===== src/hdl/cau_pkg.sv =====
// cau_pkg: request and result types, operation and status codes, pipeline control word
// shared by every file of the complex arithmetic unit; depends on nothing
package cau_pkg;

    localparam int FIELD_W = 32;

    localparam logic [2:0] OP_ADD  = 3'd0;
    localparam logic [2:0] OP_SUB  = 3'd1;
    localparam logic [2:0] OP_MUL  = 3'd2;
    localparam logic [2:0] OP_DIV  = 3'd3;
    localparam logic [2:0] OP_CONJ = 3'd4;
    localparam logic [2:0] OP_CMP  = 3'd5;

    localparam logic [1:0] ST_OK   = 2'd0;
    localparam logic [1:0] ST_DIVZ = 2'd1;
    localparam logic [1:0] ST_OVF  = 2'd2;

    typedef struct packed {
        logic [2:0]                operation;
        logic signed [FIELD_W-1:0] a_real;
        logic signed [FIELD_W-1:0] a_imag;
        logic signed [FIELD_W-1:0] b_real;
        logic signed [FIELD_W-1:0] b_imag;
    } cau_req_t;

    typedef struct packed {
        logic signed [FIELD_W-1:0] res_real;
        logic signed [FIELD_W-1:0] res_imag;
        logic                      is_equal;
        logic [1:0]                status;
    } cau_res_t;

    // control word that rides along the divider stages
    typedef struct packed {
        logic       valid;
        logic [2:0] op;
        logic       dz;
        logic       neg_re;
        logic       neg_im;
        logic       big_re;
        logic       big_im;
        logic       eq;
        logic       ovf;
    } cau_ctl_t;

endpackage


===== src/hdl/cau_div_stage.sv =====
// cau_div_stage: one restoring-division step for the real and imaginary quotients
// depends on cau_pkg
module cau_div_stage #(
    parameter int DATA_WIDTH = 32,
    parameter int FRAC_BITS  = 16,
    parameter int SHIFT      = 0
) (
    input  logic                              clk,
    input  logic                              rst_n,
    input  cau_pkg::cau_ctl_t                 ctl_in,
    input  logic [2*DATA_WIDTH-1:0]           den_in,
    input  logic [2*DATA_WIDTH+FRAC_BITS-1:0] rem_re_in,
    input  logic [2*DATA_WIDTH+FRAC_BITS-1:0] rem_im_in,
    input  logic [DATA_WIDTH-1:0]             q_re_in,
    input  logic [DATA_WIDTH-1:0]             q_im_in,
    input  logic [DATA_WIDTH-1:0]             pre_re_in,
    input  logic [DATA_WIDTH-1:0]             pre_im_in,
    output cau_pkg::cau_ctl_t                 ctl_out,
    output logic [2*DATA_WIDTH-1:0]           den_out,
    output logic [2*DATA_WIDTH+FRAC_BITS-1:0] rem_re_out,
    output logic [2*DATA_WIDTH+FRAC_BITS-1:0] rem_im_out,
    output logic [DATA_WIDTH-1:0]             q_re_out,
    output logic [DATA_WIDTH-1:0]             q_im_out,
    output logic [DATA_WIDTH-1:0]             pre_re_out,
    output logic [DATA_WIDTH-1:0]             pre_im_out
);
    import cau_pkg::*;

    localparam int W  = DATA_WIDTH;
    localparam int NW = 2*W + FRAC_BITS;
    localparam int DW = 3*W + FRAC_BITS + 1;

    logic [DW-1:0] d_sh, diff_re, diff_im;
    logic          ge_re, ge_im;
    logic [W-1:0]  bit_mask;

    assign d_sh     = DW'(den_in) << SHIFT;
    assign ge_re    = DW'(rem_re_in) >= d_sh;
    assign ge_im    = DW'(rem_im_in) >= d_sh;
    assign diff_re  = DW'(rem_re_in) - d_sh;
    assign diff_im  = DW'(rem_im_in) - d_sh;
    assign bit_mask = W'(1) << SHIFT;

    cau_ctl_t ctl_reg;

    always_ff @(posedge clk or negedge rst_n)
    begin
        if (!rst_n)
            ctl_reg <= '0;
        else
            ctl_reg <= ctl_in;
    end

    always_ff @(posedge clk)
    begin
        den_out    <= den_in;
        rem_re_out <= ge_re ? diff_re[NW-1:0] : rem_re_in;
        rem_im_out <= ge_im ? diff_im[NW-1:0] : rem_im_in;
        q_re_out   <= ge_re ? (q_re_in | bit_mask) : q_re_in;
        q_im_out   <= ge_im ? (q_im_in | bit_mask) : q_im_in;
        pre_re_out <= pre_re_in;
        pre_im_out <= pre_im_in;
    end

    assign ctl_out = ctl_reg;

endmodule


===== config.mk =====
export PLATFORM = sky130hd
export DESIGN_NAME = cau_div_stage
export DESIGN_NICKNAME = d
export VERILOG_FILES = /design/src/hdl/cau_pkg.sv /design/src/hdl/cau_div_stage.sv
export SDC_FILE = /design/constraint.sdc
export NUM_CORES = 1
export LEC_CHECK = 0
export BUFFER_PORTS_ARGS = -buffer_cell sky130_fd_sc_hd__buf_2
export CAP_MARGIN = 0
export CORE_AREA = 3 3 282 284
export DETAILED_ROUTE_END_ITERATION = 7
export DIE_AREA = 0 0 285 287
export PLACE_DENSITY_LB_ADDON = 0.2
export SLEW_MARGIN = 40
export SYNTH_ARGS = -nofsm -noshare
export SYNTH_HDL_FRONTEND = slang
export SYNTH_SLANG_ARGS = --single-unit

===== constraint.sdc =====
create_clock -name clk -period 0.8 [get_ports clk]
set_clock_uncertainty 0.05 [all_clocks]
set_input_delay 0.08 -clock clk [delete_from_list [all_inputs] [get_ports clk]]
set_output_delay 0.08 -clock clk [all_outputs]
set_load 0.02 [all_outputs]

==> results of run 1 <==
## state kept, by name, summed over array words and instances, names as in the netlist
name / flops
pre_im_out: 32
rem_im_out: 80
ctl_out: 11
q_re_out: 32
q_im_out: 32
pre_re_out: 32
rem_re_out: 80
den_out: 64
## report_power, final
part / total (mW) / internal, mW / switching, mW
registers: 22.0 / 20.7 / 1.24
clock network: 21.8 / 12.9 / 8.92
logic: 27.1 / 14.1 / 13.1
## metrics by stage
step	hold WS (ns)	worst slack (ns)	instances
floorplan	-0.266	-1.86	2045
global placement	-0.0763	-2.82	4420
detailed placement	-0.0750	-2.68	4420
CTS	-0.498	-1.60	4955
global route	-0.356	-1.79	5003
finish	-0.327	-1.67	5008
## worst max-delay path, delay by kind of cell
| kind | cells | cell delay [ns] |
|---|---|---|
| buffers and inverters | 7 | 0.97 |
| AO/OA/AOI/OAI | 4 | 0.59 |
| AND/OR/NAND/NOR | 4 | 1.20 |
## final timing paths
path | to | slack, ns | cells past startpoint
setup / recovery | rem_re_out[43] | -1.67 | 15
hold / removal | den_out[0] | -0.33 | 2
max in group asynchronous | ctl_out[9] | 0.50 | 2
min in group asynchronous | ctl_out[6] | -0.02 | 2
## cell usage in the layout (no fill, tap or decap), drive strengths merged, types with 7 or more instances in the layout
master / n
clkbuf: 57
nor3: 38
mux2: 11
and3: 14
ha: 128
o31ai: 10
bufinv: 7
dfrtp: 11
buf: 1559
nor4: 19
a2111oi: 7
inv: 99
xnor2: 85
diode: 15
o21ai: 115
nor2: 211
and2: 13
clkinv: 13
nand2: 147
o21bai: 19
nor2b: 12
o21a: 13
o211ai: 10
dfxtp: 352
a21o: 60
nand4: 62
or3: 14
a31oi: 7
a21boi: 10
nand3: 32
dlygate4sd3: 358
xor2: 65
a21oi: 289
a211oi: 11
nand2b: 21
## metal layers
metal | share of wire, % | GRT usage [%]
met5 | 0.042 | 0
met4 | 4.5 | 9.14
met3 | 5.1 | 3.74
met2 | 52 | 44.8
met1 | 38 | 26.6
## timing repair
action	CTS	global route
setup endpoints to repair	525	525
resized for setup	670	1418
cloned	24	1
pin swaps	177	103
hold buffers	343	15
buffers inserted	103	43
hold endpoints to repair	374	38
## cells by family (layout without fill, tap and decap cells)
family,after synthesis,in the layout,synth area share [%]
flip-flops,363,363,41.3
adder cells (fa/ha/maj),130,130,9.26
multiplexers,13,13,0.812
buffers and inverters,187,2094,4.42
other,0,15,0
XOR/XNOR,150,150,7.41
AND/OR/NAND/NOR,609,610,16.6
AO/OA/AOI/OAI,593,593,20.2
## area by class of cell
type                       count  area (um^2)
clock inverter                25          359
fill                        6737        35700
inverter                      95          444
tap                         1040         1300
clock buffer                  56         1190
sequential                   363         7770
multi-input combinational   1496        13500
antenna                       15         37.5
timing repair buffer        1918        17000
==> out/metrics.csv, run 1 <==
metric;value;unit
ys.flop_type;dfxtp_1;
ir_drop;1620;uV
synth_warnings;0;
violations;negative hold slack, negative setup slack;
tritoncts;built;
cts_buffers;44;
critical_path_required;1.20;ns
synthTopCellsByArea;dfxtp_1 40%, ha_1 9.0%, a21oi_1 8.2%;
setup_slack;-1.67;ns
rsz0062_at_grt;true;
globalRouteTotalUtil;23.7;%
grt_overflow_total;0;
cpMaxStageDelayCell;or4_4;
dieArea;81800;um^2
setup_viol_count_final;525;
status;finished with violations;
grt_max_degree;15;
hold_viol;25;
seq_area_frac_synth;41.3;%
fin_hold_ws;-0.327;ns
synthCells;2045;
worst_pin_slew;0.539;ns
fmax;404;MHz
startpoint;rem_re_in[69];
drive_gt1_share;65.4;%
cp-end-kind;flip-flop;
path_class;in -> reg;
total_power;70.9;mW
wirelength;107;mm
clock-sinks;363;
grt_pass1_vias;23400;
crit_path_max_fanout;6;
power_density;1700;nW/um^2
syn-cell-area;17700;um^2
final.setup.tns;-374.41;ns
cap_violations;0;
placed_cell_area;28300;um^2
cp_slowest_stage_delay;0.51;ns
hold_class;in -> reg;
synth_top_cell_by_area;dfxtp_1;
drc_errors;0;
ctsLongestPathBuffers;3;
netlist_top_cells_count;352 x dfxtp_1, 289 x a21oi_1, 211 x nor2_1, 145 x nand2_1, 128 x ha_1;
synth.distinct_cells;83;
synth-edff-count;0;
viasPerCell;4.58;
core_area;77300;um^2
final.period_utilization;309;%
fin_nets;4413;
critPathLaunchType;input pin;
power_leakage;18.4;nW
design_area;41600;um^2
antenna_found_initial;39;
initial_core_util;22.9;%
wl_per_cell;21.3;um
synth.most_common_cell;dfxtp_1;
ys_seq_elements;363;
drt_pass1_iterations;5;
finish.utilization;53.8;%
gp_congestion;0.901;
cts-root-buf;clkbuf_16;
syn_to_final_growth;135;%
die_x;285;um
avgSynthCellArea;8.67;um^2
crit_arrival;2.87;ns
synth_top_area_share;39.8;%
drv_slew;0;
rows;102;
synth-async-reset-ratio;3.03;%
path_clk_slew;0.06;ns
slew_headroom;63.7;%
drtIter0Drc;968;
io_pins;728;
synth_fp_nets;2540;
dp_hpwl;76.2;mm
vias;22900;
final_antenna_net_count;0;
htreeDepth;2;
grt_pass1_wl;147;mm
min-delay-start;den_in[0];
io_buffers;727;
die_h;287;um
worstPathCellList;buf_2, or4_4, or3_4, nor4_4, buf_6, o31ai_4, a211oi_2, o21ai_4, buf_6, buf_12, buf_16, buf_8, buf_12, nor2_2, a21oi_1;
post-route-min-period;2.47;ns
Note: power is estimated with default switching activity, not from simulation.
==> inputs of run 2 (changes only) <==
--- a/config.mk
+++ b/config.mk
@@ -5,11 +5,12 @@
 export SDC_FILE = /design/constraint.sdc
 export NUM_CORES = 1
 export LEC_CHECK = 0
+export ABC_AREA = 1
 export BUFFER_PORTS_ARGS = -buffer_cell sky130_fd_sc_hd__buf_2
 export CAP_MARGIN = 0
-export CORE_AREA = 3 3 282 284
+export CORE_AREA = 3 3 279 281
 export DETAILED_ROUTE_END_ITERATION = 7
-export DIE_AREA = 0 0 285 287
+export DIE_AREA = 0 0 282 284
 export PLACE_DENSITY_LB_ADDON = 0.2
 export SLEW_MARGIN = 40
 export SYNTH_ARGS = -nofsm -noshare
==> run 2 against run 1 <==
- the flow still finishes with violations (negative hold slack, negative setup slack)
- final cell count grew 41%
- count of clock-buffer cells in the layout grew 3
- sequential cell count unchanged
- sequential share of layout area decreased by 1.7 points
- synthesized cell count up 99%
- clock power down 6%
- setup slack better by 0.57 ns
- largest cell class is now multi-input combinational cells
- largest power group unchanged
==> out/metrics.csv, run 2 <==
metric;value;unit;change
status;finished with violations;;unchanged
violations;negative hold slack, negative setup slack;;unchanged
path_clk_slew;0.06;ns;about the same
crit_path_max_fanout;10;;was 6
path_class;in -> reg;;unchanged
avgSynthCellArea;5.86;um^2;was 8.67 um^2
viasPerCell;4.54;;was 4.58
fmax;526;MHz;was 404 MHz
io_pins;728;;unchanged
cpMaxStageDelayCell;ha_4;;was or4_4
cts-root-buf;clkbuf_16;;unchanged
netlist_top_cells_count;1,770 x nand2_1, 863 x inv_1, 352 x dfxtp_1, 347 x nor2_1, 158 x nand3_1;;was 352 x dfxtp_1, 289 x a21oi_1, 211 x nor2_1, 145 x nand2_1, 128 x ha_1
most-common-layout-cells;1,638 x nand2_1, 828 x buf_4, 802 x inv_1;;was 713 x buf_4, 447 x buf_6, 358 x dlygate4sd3_1
synthCells;4074;;was 2,045
holdPathStages;1;;was 2
worstPathCellList;buf_2, clkinvlp_4, ha_4, nand2_4, inv_1, nand2_2, nand2_2, inv_1, nand2_1, nor2_1, nand2_2, nand2_2, nand3_4, buf_12, buf_16, or2_2;;was buf_2, or4_4, or3_4, nor4_4, buf_6, o31ai_4, a211oi_2, o21ai_4, buf_6, buf_12, buf_16, buf_8, buf_12, nor2_2, a21oi_1
final_common_cell;nand2_1;;was buf_4
fin_nets;6547;;was 4,413
critPathLaunchType;input pin;;unchanged
dieArea;80100;um^2;was 81,800 um^2
min_to;den_out[0];;unchanged
io_buffers;727;;unchanged
post-route-min-period;1.90;ns;was 2.47 ns
worst_pin_slew;0.503;ns;was 0.539 ns
multi_input_area;15200;um^2;was 13,500 um^2
synth_fp_nets;4569;;was 2,540
gp_congestion;1.03;;was 0.901
fin_hold_ws;-0.365;ns;was -0.327 ns
wirelength;141;mm;was 107 mm
power_density;1580;nW/um^2;was 1700 nW/um^2
seq_area;7320;um^2;was 7770 um^2
top_regs;rem_im_out x80, rem_re_out x80, den_out x64;;unchanged
synth-edff-count;0;;unchanged
switchingPower;25.0;mW;was 23.2 mW
dp_hpwl;116;mm;was 76.2 mm
hold_viol;12;;was 25
cp-end-kind;flip-flop;;unchanged
synth_top_cell_by_area;dfxtp_1;;unchanged
drc_errors;0;;unchanged
setup_viol_count_final;525;;unchanged
cp_slowest_stage_delay;0.32;ns;was 0.51 ns
rsz0062_at_grt;true;;unchanged
crit_buf_inv;6;;was 7
synth-async-reset-ratio;3.03;%;unchanged
syn_to_final_growth;80.7;%;was 135%
switching_share;36.7;%;was 32.8%
critical_path_required;1.22;ns;was 1.20 ns
slew_headroom;66.2;%;was 63.7%
rows;101;;was 102
tritoncts;built;;unchanged
antenna_found_initial;17;;was 39
hold_class;in -> reg;;unchanged
crit_arrival;2.32;ns;was 2.87 ns
grt_pass1_wl;195;mm;was 147 mm
final.period_utilization;238;%;was 309%
syn-cell-area;23900;um^2;was 17,700 um^2
final_antenna_net_count;0;;unchanged
final.setup.tns;-310.11;ns;was -374.41 ns
initial_core_util;31.5;%;was 22.9%
htreeDepth;2;;unchanged
grt_overflow_total;0;;unchanged
pwr-share-comb;39.2;%;was 38.3%
core_area;75700;um^2;was 77,300 um^2
die_x;282;um;was 285 um
wl_per_cell;20.0;um;was 21.3 um
grt_max_degree;27;;was 15
cts_buffers;43;;was 44
grt_pass1_vias;31300;;was 23,400
pre_cts_slack;-1.93;ns;was -2.68 ns
ir_drop;1730;uV;was 1620 uV
p_int;43.0;mW;was 47.7 mW
seq_power_share;30.8;%;was 31.0%
synth_warnings;0;;unchanged
cap_violations;0;;unchanged
drtIter0Drc;2066;;was 968
synthTopCellsByArea;dfxtp_1 30%, nand2_1 28%, inv_1 14%;;was dfxtp_1 40%, ha_1 9.0%, a21oi_1 8.2%
crit_top_cell;nand2_2;;
ys_seq_elements;363;;unchanged
ys.flop_type;dfxtp_1;;unchanged
globalRouteTotalUtil;33.2;%;was 23.7%
synth.most_common_cell;nand2_1;;was dfxtp_1
power_frac_clock;30.0;%;was 30.8%
power_leakage;23.7;nW;was 18.4 nW
synth_top_area_share;29.5;%;was 39.8%
drv_slew;0;;unchanged
ctsLongestPathBuffers;3;;unchanged
drt_pass1_iterations;7;;was 5
fillerInstances;7428;;was 6,737
setup_slack;-1.10;ns;was -1.67 ns
min-delay-start;den_in[0];;unchanged
clock-sinks;363;;unchanged
path_depth;16;;was 15
path_delay_family;simple AND/OR/NAND/NOR gates;;unchanged
drive_gt1_share;36.2;%;was 65.4%
synth.distinct_cells;33;;was 83
vias;32100;;was 22,900
die_h;284;um;was 287 um
seq_area_frac_synth;30.7;%;was 41.3%
[run 2: worst max-delay path by stage]
stage                 startpoint        endpoint  slack, ns
floorplan           rem_im_in[0]  rem_im_out[22]      -1.25
global placement      den_in[11]  rem_im_out[17]      -1.90
detailed placement    den_in[11]  rem_im_out[17]      -1.93
CTS                   den_in[61]  rem_im_out[16]      -1.11
global route          den_in[54]  rem_im_out[46]      -1.18
finish                den_in[30]     q_re_out[0]      -1.10
[run 2: layout make-up]
cell class                 count  area share [%]
multi-input combinational   2803            35.2
sequential                   363            17.0
inverter                     878            7.86
clock inverter                19           0.548
tap                          978            2.84
antenna                        4          0.0232
timing repair buffer        1963            33.8
clock buffer                  59            2.80
[run 2: timing repair]
item	CTS	global route
gates cloned	3	10
setup endpoints to repair	525	525
hold endpoints to repair	374	26
setup buffers	7	25
gates resized for setup	73	439
hold buffers	348	8
pin swaps	4	81
[run 2: cells by family (layout without fill, tap and decap cells)]
family	after synthesis	after routing	synth area share (%)
flip-flops	363	363	30.7
other	0	4	0
AO/OA/AOI/OAI	165	165	3.96
AND/OR/NAND/NOR	2434	2434	41.0
XOR/XNOR	74	74	2.72
buffers and inverters	908	2919	14.7
adder cells (fa/ha/maj)	130	130	6.88
[run 2: layer usage]
metal  GRT usage, %  wire (um)  up-vias
met5              0         57        -
met3           4.06       8170      284
met1           40.6      58100    14600
met4           17.8       8950       10
li1               -          -    16100
met2           56.5      66000     1109
[run 2: power by group through the flow]
stage	clock (mW)	sequential [mW]	combinational [mW]
final	20.4	20.9	26.7
after global routing	21.5	21.1	28.4
after CTS	20.8	20.9	24.9
after detailed placement	0	21.2	23.2
after global placement	0	21.2	23.2
after floorplan	0	23.6	8.21
[run 2: metrics by stage]
step / total power, mW / instances / util [%] / cell area (um^2)
floorplan: 31.8 / 4074 / - / 24300
global placement: 44.5 / 6586 / 47.0 / 35600
detailed placement: 44.5 / 6586 / 47.0 / 35600
CTS: 66.5 / 7022 / 54.1 / 40900
global route: 70.9 / 7065 / 57.0 / 43100
finish: 68.0 / 7067 / 57.0 / 43100
